$ cat config.mk
export PLATFORM = sky130hd
export DESIGN_NAME = lpf_ctrl
export DESIGN_NICKNAME = d
export VERILOG_FILES = /design/src/hdl/lpf_pkg.sv /design/src/hdl/lpf_ctrl.sv
export SDC_FILE = /design/constraint.sdc
export NUM_CORES = 1
export LEC_CHECK = 0
export BUFFER_PORTS_ARGS = -buffer_cell sky130_fd_sc_hd__buf_4
export CORE_AREA = 2 2 39 41
export CTS_CLUSTER_DIAMETER = 200
export DETAILED_ROUTE_END_ITERATION = 7
export DIE_AREA = 0 0 41 43
export PLACE_DENSITY = 0.43
export SLEW_MARGIN = 0
export SYNTH_ARGS = -nofsm -noshare
export SYNTH_HDL_FRONTEND = slang
export SYNTH_SLANG_ARGS = --single-unit
export TNS_END_PERCENT = 50
$ cat constraint.sdc
create_clock -name clk_i -period 1.4 [get_ports clk_i]
set_input_delay 0.21 -clock clk_i [delete_from_list [all_inputs] [get_ports clk_i]]
set_output_delay 0.21 -clock clk_i [all_outputs]
set_load 0.1 [all_outputs]
$ cat src/hdl/lpf_pkg.sv
// Shared types and constants of the IPv6 longest-prefix forwarder.
package lpf_pkg;

  localparam int unsigned ADDR_W      = 128;
  localparam int unsigned HALF_W      = 64;
  localparam int unsigned LEN_W       = 8;
  localparam int unsigned HL_W        = 8;
  localparam int unsigned VERDICT_W   = 3;
  localparam int unsigned CFG_IDX_W   = 1;
  localparam int unsigned CFG_DATA_W  = 64;
  localparam logic [LEN_W-1:0] MAX_PREFIX_LEN = 8'd128;

  localparam logic [CFG_IDX_W-1:0] REG_LOCAL_HI = 1'b0;
  localparam logic [CFG_IDX_W-1:0] REG_LOCAL_LO = 1'b1;

  localparam logic OP_ADD_ROUTE = 1'b0;
  localparam logic OP_FORWARD   = 1'b1;

  typedef enum logic [VERDICT_W-1:0] {
    VERD_FORWARD    = 3'd0,
    VERD_LOCAL      = 3'd1,
    VERD_HOP_DROP   = 3'd2,
    VERD_NO_ROUTE   = 3'd3,
    VERD_ADDED      = 3'd4,
    VERD_TABLE_FULL = 3'd5
  } verdict_e;

  typedef enum logic [2:0] {
    ST_IDLE,
    ST_EVAL,
    ST_SCAN,
    ST_WAIT,
    ST_FINAL
  } state_e;

  // One stored route.
  typedef struct packed {
    logic [HALF_W-1:0] prefix_hi;
    logic [HALF_W-1:0] prefix_lo;
    logic [LEN_W-1:0]  len;
    logic [HALF_W-1:0] hop_hi;
    logic [HALF_W-1:0] hop_lo;
  } route_t;

  // Commands from the controller to the datapath.
  typedef struct packed {
    logic     capture;
    logic     write_route;
    logic     clear_scan;
    logic     issue_rd;
    logic     load_result;
    verdict_e verdict;
  } cmd_t;

  // Status from the datapath to the controller.
  typedef struct packed {
    logic is_add;
    logic full;
    logic hl_zero;
    logic is_local;
    logic count_zero;
    logic last_idx;
    logic found;
  } stat_t;

endpackage

$ cat src/hdl/lpf_ctrl.sv
// Controller state machine that sequences each word through evaluation and, for a lookup that needs it, the table scan.
module lpf_ctrl (
  input  logic           clk_i,
  input  logic           rst_ni,
  input  logic           start,
  output logic           busy,
  input  lpf_pkg::stat_t stat_i,
  output lpf_pkg::cmd_t  cmd_o
);
  import lpf_pkg::*;

  state_e state_q, state_d;

  always_ff @(posedge clk_i or negedge rst_ni) begin
    if (!rst_ni) begin
      state_q <= ST_IDLE;
    end else begin
      state_q <= state_d;
    end
  end

  assign busy = (state_q != ST_IDLE);

  always_comb begin
    state_d = state_q;
    cmd_o   = '0;
    cmd_o.verdict = VERD_NO_ROUTE;
    unique case (state_q)
      ST_IDLE: begin
        if (start) begin
          cmd_o.capture = 1'b1;
          state_d       = ST_EVAL;
        end
      end
      ST_EVAL: begin
        state_d = ST_IDLE;
        if (stat_i.is_add) begin
          cmd_o.load_result = 1'b1;
          if (stat_i.full) begin
            cmd_o.verdict = VERD_TABLE_FULL;
          end else begin
            cmd_o.write_route = 1'b1;
            cmd_o.verdict     = VERD_ADDED;
          end
        end else if (stat_i.hl_zero) begin
          cmd_o.load_result = 1'b1;
          cmd_o.verdict     = VERD_HOP_DROP;
        end else if (stat_i.is_local) begin
          cmd_o.load_result = 1'b1;
          cmd_o.verdict     = VERD_LOCAL;
        end else if (stat_i.count_zero) begin
          cmd_o.load_result = 1'b1;
          cmd_o.verdict     = VERD_NO_ROUTE;
        end else begin
          cmd_o.clear_scan = 1'b1;
          state_d          = ST_SCAN;
        end
      end
      ST_SCAN: begin
        cmd_o.issue_rd = 1'b1;
        if (stat_i.last_idx) begin
          state_d = ST_WAIT;
        end
      end
      // The last entry read is compared during this cycle.
      ST_WAIT: begin
        state_d = ST_FINAL;
      end
      ST_FINAL: begin
        cmd_o.load_result = 1'b1;
        cmd_o.verdict     = stat_i.found ? VERD_FORWARD : VERD_NO_ROUTE;
        state_d           = ST_IDLE;
      end
      default: begin
        state_d = ST_IDLE;
      end
    endcase
  end

endmodule

==> metrics.txt, run 1 <==
status=finished, violations left; failing checks=setup timing; Placed Cells=70; max reg flops=3; Clock Latency Late Sink=0.23 ns; drt total wl=833 um; Die Y=43 um; period utilization=116%; Final Hold Vio Count=0; Synth top area share=33.0%; leak pwr=0.309 nW; Final Non-Filler Cells=76; fill count=137; CTS H-tree depth=1; fin crit period=1.62 ns; worst slew pin tran=0.346 ns; Slew Limit Headroom=76.7%; NumNets Final=71; Reg with most FFs=state_q; Core Rows=14; register share of total power=14.8%; Synth area leader=dfrtp_1; CTS sink count=3; GRT Total Usage=12.5%; RSZ-0062 raised after global routing=yes; Sw Pwr=0.316 mW; global routing's busiest layer=met2; switching share of power=45.7%; gr ovfl total=0; Critical Path Fanout Max=5; Crit path largest cell delay=0.44 ns; via count=319; syn nets=36; P per Cell Area=1050 nW/um^2; DP HPWL=676 um; crit-path leading delay family=simple AND/OR/NAND/NOR gates; initial antenna violation count=0; first-pass GRT wire length=1410 um; number of port buffers=18; most frequent cells in the layout=buf_4, buf_12, clkbuf_4; worst-path cell chain=nor3b_4 > and2_4 > and2b_4 > buf_12; largest registers=state_q: 3 flops; RePlAce Congestion=0.638; Post-Syn Area=228 sq um; met1 layer usage reported by global route=11.0%; max cap viols=0; routed vias/inst=4.20; critical path type=register to output pin; CP required=1.19 ns; die width=41 um; 1st-pass router iterations=1; Avg WL per Cell=11.0 um; YS warnings=0; number of global-route vias before repair=357; Seq/Total Area, Yosys=33.0%; Unique masters post-synth=18; largest net degree at the start of global routing=6; CTS root buffer=clkbuf_4; setup violators final=9; most common cell after layout, fill and taps aside=buf_4; core area=1380 sq um; Longest Clk Path Bufs=2; Worst setup EP type=output pin; fmax=618 MHz; Setup TNS Final=-1.40 ns; met2 global-route usage=20.6%; die area=1760 sq um; CTS buffer count=3; internal power=0.375 mW; initial drt markers=0; Worst Skew=0.00178 ns; Starting Density=16.5%; top post-synthesis cells by area=dfrtp_1, nor3b_4, a21oi_1; Remaining DRCs=0; Post-Syn Instances=26; Clock power frac=21.6%; CP Buf/Inv Count=1; met3 Usage GRT=6.28%; CTS tree=yes; Worst-path clk slew=0.04 ns; Worst Hold Class=input port to register; Layout area overhead=190%; # diodes=0; slowest stage cell, crit path=dfrtp_2; Combinational Power Share=63.7%; layout cell share with drive strength beyond 1=76.7%; Worst setup SP type=register; arrival time at the worst endpoint=1.41 ns; Final Slew Violations=0; I/O Pins=19; maximum vdd drop=0.000511 V; flops & latches, synth=3; Mapped Avg Cell Area=8.76 sq um; ANT nets after route=0; final worst slack=-0.218 ns
-- worst min-delay path: cells and delay by family --
kind / cells / cell delay [ns]
buffers and inverters: 1 / 0.08
multiplexers: 1 / 0.05
AND/OR/NAND/NOR: 1 / 0.12
-- cell families (layout without fill, tap and decap cells) --
kind of cell           Yosys count  count (layout)  share of synthesized area (%)
and+or+nand+nor                 14              14                           45.1
AOI/OAI and AO/OA                5               5                           12.6
buffers and inverters            3              37                           4.94
muxes                            1               1                           4.40
DFF                              3               3                           33.0
-- area by class of cell --
type | count | area (sq um) | share of cell area [%]
Tap cell | 16 | 20.0 | 3.04
Clock buffer | 4 | 26.3 | 3.98
Multi-Input combinational cell | 20 | 203 | 30.7
Inverter | 3 | 11.3 | 1.71
Timing Repair Buffer | 30 | 322 | 48.8
Sequential cell | 3 | 77.6 | 11.8
-- final timing paths --
check	slack, ns	start	endpoint	depth (start not counted)
min reg2reg	0.60	state_q[0]	state_q[0]	2
max in group asynchronous	0.99	rst_ni	state_q[2]	2
min in group asynchronous	0.31	rst_ni	state_q[1]	2
max reg2reg	0.29	state_q[0]	state_q[1]	3
min	0.28	stat_i[1]	state_q[0]	3
max	-0.22	state_q[2]	cmd_o[6]	4
-- metrics by stage --
step           power (mW)  util, %  worst slack, ns  hold WS, ns  area, sq um
6_report            0.691     47.6           -0.218        0.283          659
5_1_grt             0.730     47.6           -0.318        0.295          659
4_1_cts             0.678     45.3           -0.241        0.287          627
3_5_place_dp        0.469     36.8          -0.0871     0.000585          509
3_3_place_gp        0.466     36.8          -0.0464     -0.00102          509
2_1_floorplan       0.369        -           -0.354      -0.0856          279
-- metal layers --
layer  vias up  wire length (um)
met5         -                 0
met4         0                 0
met3         0                96
met2        18               484
met1       144               252
li1        157                 -
-- synth_stat cells (all sizes together) --
cell type and instances:
a21oi 3, dfrtp 3, inv 3, nor3b 3, and2 2, nor2 2
a21o 1, and2b 1, and3b 1, mux2i 1, nand2b 1, nor3 1
nor4 1, o22ai 1, or2 1, or3 1
-- power groups by stage --
stage	Sequential, mW	Clock, mW	Combinational, mW
floorplan	0.107	0	0.262
global placement	0.103	0	0.363
detailed placement	0.103	0	0.366
CTS	0.102	0.157	0.419
global route	0.104	0.167	0.459
finish	0.102	0.149	0.440
-- repair_timing --
action	4_1_cts	5_1_grt
pin swaps	3	0
gates cloned	0	0
hold buffers	1	0
hold endpoints to repair	3	0
gates resized for setup	20	5
endpoints found under the setup margin	9	9
buffers inserted	0	1
Note: power is estimated with default switching activity, not from simulation.
==> run 2, diff against run 1 <==
CTS_BUF_LIST = sky130_fd_sc_hd__clkbuf_8   (was unset)
==> run 2 against run 1 <==
  * The flow still finishes with violations (setup timing)
  * Clock skew down 0.0013 ns
  * Routed wire length up 0.24%
  * Core utilization down 0.18 points
  * Critical path depth unchanged
  * Sequential power about the same
  * Global-route usage down 0.60 points
  * Power up 11%
  * Worst hold slack better by 0.026 ns
  * Cell count down 1.3%
  * Clock power up 61%
==> metrics.txt, run 2 (synthesized netlist as in run 1, its figures left out) <==
number of port buffers=18; gr ovfl total=0; r2r startpoint=state_q[0]; RePlAce Congestion=0.638; leak pwr=0.310 nW; final worst slack=-0.200 ns; routed vias/inst=4.19; period utilization=114%; post-layout util=47.5%; reg2reg end=state_q[1]; largest net degree at the start of global routing=6; fin crit period=1.60 ns; core area=1380 sq um; layout cell share with drive strength beyond 1=76.3%; Worst setup EP type=output pin; number of global-route vias before repair=356; fmax=625 MHz; stages on the worst setup path=4; CTS root buffer=clkbuf_8; ANT nets after route=0; Worst-path clk slew=0.03 ns; initial antenna violation count=0; fill count=135; setup violators final=9; r2r setup slk=0.29 ns; CTS tree=yes; initial drt markers=1; max cap viols=0; CTS buffer count=3; Slew Limit Headroom=76.0%; Worst Hold Class=input port to register; switching share of power=42.2%; Core Rows=14; GRT Total Usage=11.9%; post-route cell area=657 sq um; status=finished, violations left; Worst setup SP type=register; met3 Usage GRT=3.14%; via count=314; P per Cell Area=1170 nW/um^2; I/O Pins=19; die width=41 um; CP Buf/Inv Count=1; Clock Latency Late Sink=0.21 ns; max reg flops=3; Longest Clk Path Bufs=2; most frequent cells in the layout=buf_4, buf_12, inv_1, clkbuf_8; drt total wl=835 um; RSZ-0062 raised after global routing=yes; Avg WL per Cell=11.1 um; Final Hold Vio Count=0; Starting Density=16.5%; Critical Path Fanout Max=5; CTS sink count=3; placed inst area=509 sq um; cells on worst reg2reg path=3; Combinational Power Share=55.4%; DP HPWL=676 um; DP Worst Slack=-0.0871 ns; Setup TNS Final=-1.22 ns; Die Y=43 um; internal power=0.443 mW; Setup crit end=cmd_o[6]; failing checks=setup timing; Remaining DRCs=0; Layout area overhead=188%; met1 layer usage reported by global route=11.0%; worst slew pin tran=0.357 ns; CP required=1.19 ns; Reg with most FFs=state_q; maximum vdd drop=0.000656 V; die area=1760 sq um; critical path type=register to output pin; 1st-pass router iterations=2; Sw Pwr=0.324 mW; register share of total power=13.3%; crit-path leading delay family=simple AND/OR/NAND/NOR gates; CTS H-tree depth=1; most common cell after layout, fill and taps aside=buf_4; Crit path largest cell delay=0.44 ns; Critical path origin=state_q[2]; Worst Skew=0.000440 ns; global routing's busiest layer=met2; largest registers=state_q: 3 flops; Final Slew Violations=0; first-pass GRT wire length=1380 um; slowest stage cell, crit path=dfrtp_2; met2 global-route usage=20.6%; NumNets Final=70; arrival time at the worst endpoint=1.39 ns; Clock power frac=31.3%; worst-path cell chain=nor3b_4 > and2_4 > and2b_4 > buf_12; # diodes=0
## run 2: final cells by class
class	count	area [sq um]	area share [%]
Tap cell	16	20.0	3.05
Clock inverter	1	3.75	0.571
Clock buffer	3	41.3	6.29
Inverter	3	13.8	2.10
Timing Repair Buffer	29	305	46.5
Multi-Input combinational cell	20	195	29.7
Sequential cell	3	77.6	11.8
## run 2: through the flow
| stage | power (mW) | cells | hold WS [ns] |
|---|---|---|---|
| after detailed placement | 0.469 | 70 | 0.000585 |
| after floorplan | 0.369 | 26 | -0.0856 |
| final | 0.767 | 75 | 0.308 |
| after global placement | 0.466 | 70 | -0.00102 |
| after CTS | 0.769 | 75 | 0.308 |
| after global routing | 0.808 | 75 | 0.323 |
## run 2: metal layers
metal / wire length [um] / part of all wire, %
met1: 254 / 30
met2: 483 / 58
met3: 98 / 12
met4: 0 / 0
met5: 0 / 0
## run 2: timing repair
item                                   4_1_cts  5_1_grt
setup endpoints to repair                    9        9
resized for setup                           20        3
hold buffers                                 1        0
pin swaps                                    3        0
endpoints found under the hold margin        3        0
setup buffers                                0        0
## run 2: worst min-delay path, stage by stage
cell	delay, ns
buf_4	0.08
mux2i_1	0.06
nor3_1	0.12
## run 2: worst min path at each step
stage,cells after the start,slack (ns),start,to
CTS,3,0.31,stat_i[1],state_q[0]
global placement,1,-0.001,rst_ni,state_q[0]
global route,2,0.32,rst_ni,state_q[1]
finish,3,0.31,stat_i[1],state_q[0]
floorplan,0,-0.09,rst_ni,state_q[0]
detailed placement,1,0.0006,rst_ni,state_q[0]
## run 2: power by group through the flow
stage,clock network [mW],registers (mW),logic (mW)
6_report,0.240,0.102,0.425
2_1_floorplan,0,0.107,0.262
3_3_place_gp,0,0.103,0.363
3_5_place_dp,0,0.103,0.366
4_1_cts,0.247,0.102,0.419
5_1_grt,0.261,0.104,0.443
==> run 3, diff against run 2 <==
ABC_AREA = 1   (was unset)
PLACE_DENSITY = 0.46   (was 0.43)
==> run 3 against run 2 <==
  * The run still ends with setup timing left
  * Via count increased by 19%
  * Routed wire length decreased by 6.5%
  * Clock skew increased by 0.00068 ns
  * Highest routed layer unchanged
  * Register-to-register slack improved by 0.09 ns
  * Global-route usage decreased by 1.1 points
  * Sequential share of layout area decreased by 0.54 points
  * Synthesized cell count increased by 85%
  * Worst hold slack improved by 0.018 ns
==> metrics.txt, run 3 <==
Worst-path clk slew=0.03 ns; Die Y=43 um; CP required=1.19 ns; RSZ-0062 raised after global routing=yes; most common cell in the netlist=nand2_1; failing checks=setup timing; slowest stage cell, crit path=dfrtp_2; Reg with most FFs=state_q; Worst setup SP type=register; YS warnings=0; via count=375; Final Slew Violations=0; NumNets Final=89; Synth Area in Adders=0%; CTS tree=yes; final worst slack=-0.0665 ns; routed vias/inst=3.99; synth cell count leaders=nand2_1, inv_1, nor2_1, nand3_1, dfrtp_1; fmax=682 MHz; Worst Skew=0.00112 ns; XOR/XNOR Fraction of Synth Area=0%; number of global-route vias before repair=345; Worst Hold Class=input port to asynchronous set/reset pin; worst-path cell chain=inv_2 > nand3_4 > inv_4 > nand2_1 > nand2_2 > buf_12; drt total wl=781 um; Critical Path Fanout Max=4; mux share of post-synthesis cell area=0%; number of port buffers=18; Synth top area share=28.3%; syn nets=58; Remaining DRCs=0; core area=1380 sq um; Clock Latency Late Sink=0.21 ns; arrival time at the worst endpoint=1.26 ns; Worst setup EP type=output pin; largest net degree at the start of global routing=5; EDFF count, synth=0; initial drt markers=0; CTS root buffer=clkbuf_8; max reg flops=3; Mapped Avg Cell Area=5.53 sq um; Longest Clk Path Bufs=2; fin crit period=1.47 ns; die width=41 um; layout cell share with drive strength beyond 1=61.5%; Post-Synth Simple-Gate Area=52.8%; 1st-pass router iterations=1; most frequent cells in the layout=buf_4, nand2_1, inv_1, buf_12, nand2_2; CTS buffer count=3; Core Rows=14; Seq/Total Area, Yosys=28.3%; CTS sink count=3; Unique masters post-synth=11; Synth area leader=dfrtp_1; CTS H-tree depth=1; most common cell after layout, fill and taps aside=buf_4; die area=1760 sq um; top post-synthesis cells by area=dfrtp_1, nand2_1, inv_1; Avg WL per Cell=8.31 um; setup violators final=6; RePlAce Congestion=0.727; status=finished, violations left; initial antenna violation count=0; period utilization=105%; largest family of logic cells by synthesized area=simple AND/OR/NAND/NOR gates; Post-Syn Area=265 sq um; ANT nets after route=0; Synth Area in Compound Gates=1.89%; flops & latches, synth=3; Starting Density=19.2%; Slew Limit Headroom=86.6%; hold_ws=0.326 ns; max cap viols=0; first-pass GRT wire length=1310 um; critical path type=register to output pin; # diodes=0; largest registers=state_q: 3 flops; Layout area overhead=164%; Most used DFF post-synth=dfrtp_1; I/O Pins=19; Crit path largest cell delay=0.43 ns; worst slew pin tran=0.202 ns; Final Hold Vio Count=0; GRT Total Usage=10.8%; gr ovfl total=0; Post-Syn Instances=48; DP HPWL=603 um; asr flop ratio synth=100%
## run 3: metal layers
| metal | track usage [%] | wire length, um |
|---|---|---|
| met5 | 0 | 0 |
| met2 | 17.8 | 426 |
| met1 | 12.4 | 317 |
| met4 | 6.00 | 0 |
| met3 | 1.57 | 37 |
## run 3: through the flow
stage          setup WS (ns)  instances  cell area, sq um  utilization, %  TNS (ns)
2_1_floorplan         -0.236         48               309               -     -1.18
3_3_place_gp          0.0657         87               502            36.3         0
3_5_place_dp          0.0657         87               502            36.3         0
4_1_cts              -0.0722         94               679            49.1    -0.320
5_1_grt               -0.127         94               699            50.5    -0.708
6_report             -0.0665         94               699            50.5    -0.269
## run 3: final timing paths
kind                                 start  cells after the start  slack, ns    endpoint
max in group asynchronous           rst_ni                      2       0.97  state_q[2]
worst min-delay path                rst_ni                      2       0.33  state_q[1]
worst max-delay path            state_q[2]                      6      -0.07    cmd_o[0]
worst max register to register  state_q[0]                      5       0.38  state_q[0]
min in group clk_i               stat_i[1]                      5       0.33  state_q[0]
worst min register to register  state_q[2]                      2       0.60  state_q[2]
## run 3: timing repair
action	4_1_cts	5_1_grt
gates resized for setup	30	6
hold buffers	1	0
setup endpoints to repair	9	9
setup buffers	2	0
hold endpoints to repair	3	0
pin swaps	2	1
## run 3: cell families (layout without fill, tap and decap cells)
kind of cell / after synthesis / in the layout
buf+inv: 12 / 42
simple gates: 32 / 32
flops: 3 / 3
compound gates: 1 / 1
## run 3: area by class of cell
class	count	area, sq um
clock buffer	3	41.3
clock inverter	1	3.75
fill	138	684
inverter	12	47.5
multi-input combinational	33	206
sequential	3	78.8
tap	16	20.0
timing repair buffer	26	302
## run 3: worst max-delay path: cells and delay by family (launching register included)
family	cells	cell delay, ns
flip-flops	1	0.43
AND/OR/NAND/NOR	3	0.26
buffers and inverters	3	0.34
Power of run 3 is left out: the tool's default activity adds up to more than one toggle a clock period on the data nets, which glitch-free logic cannot reach.
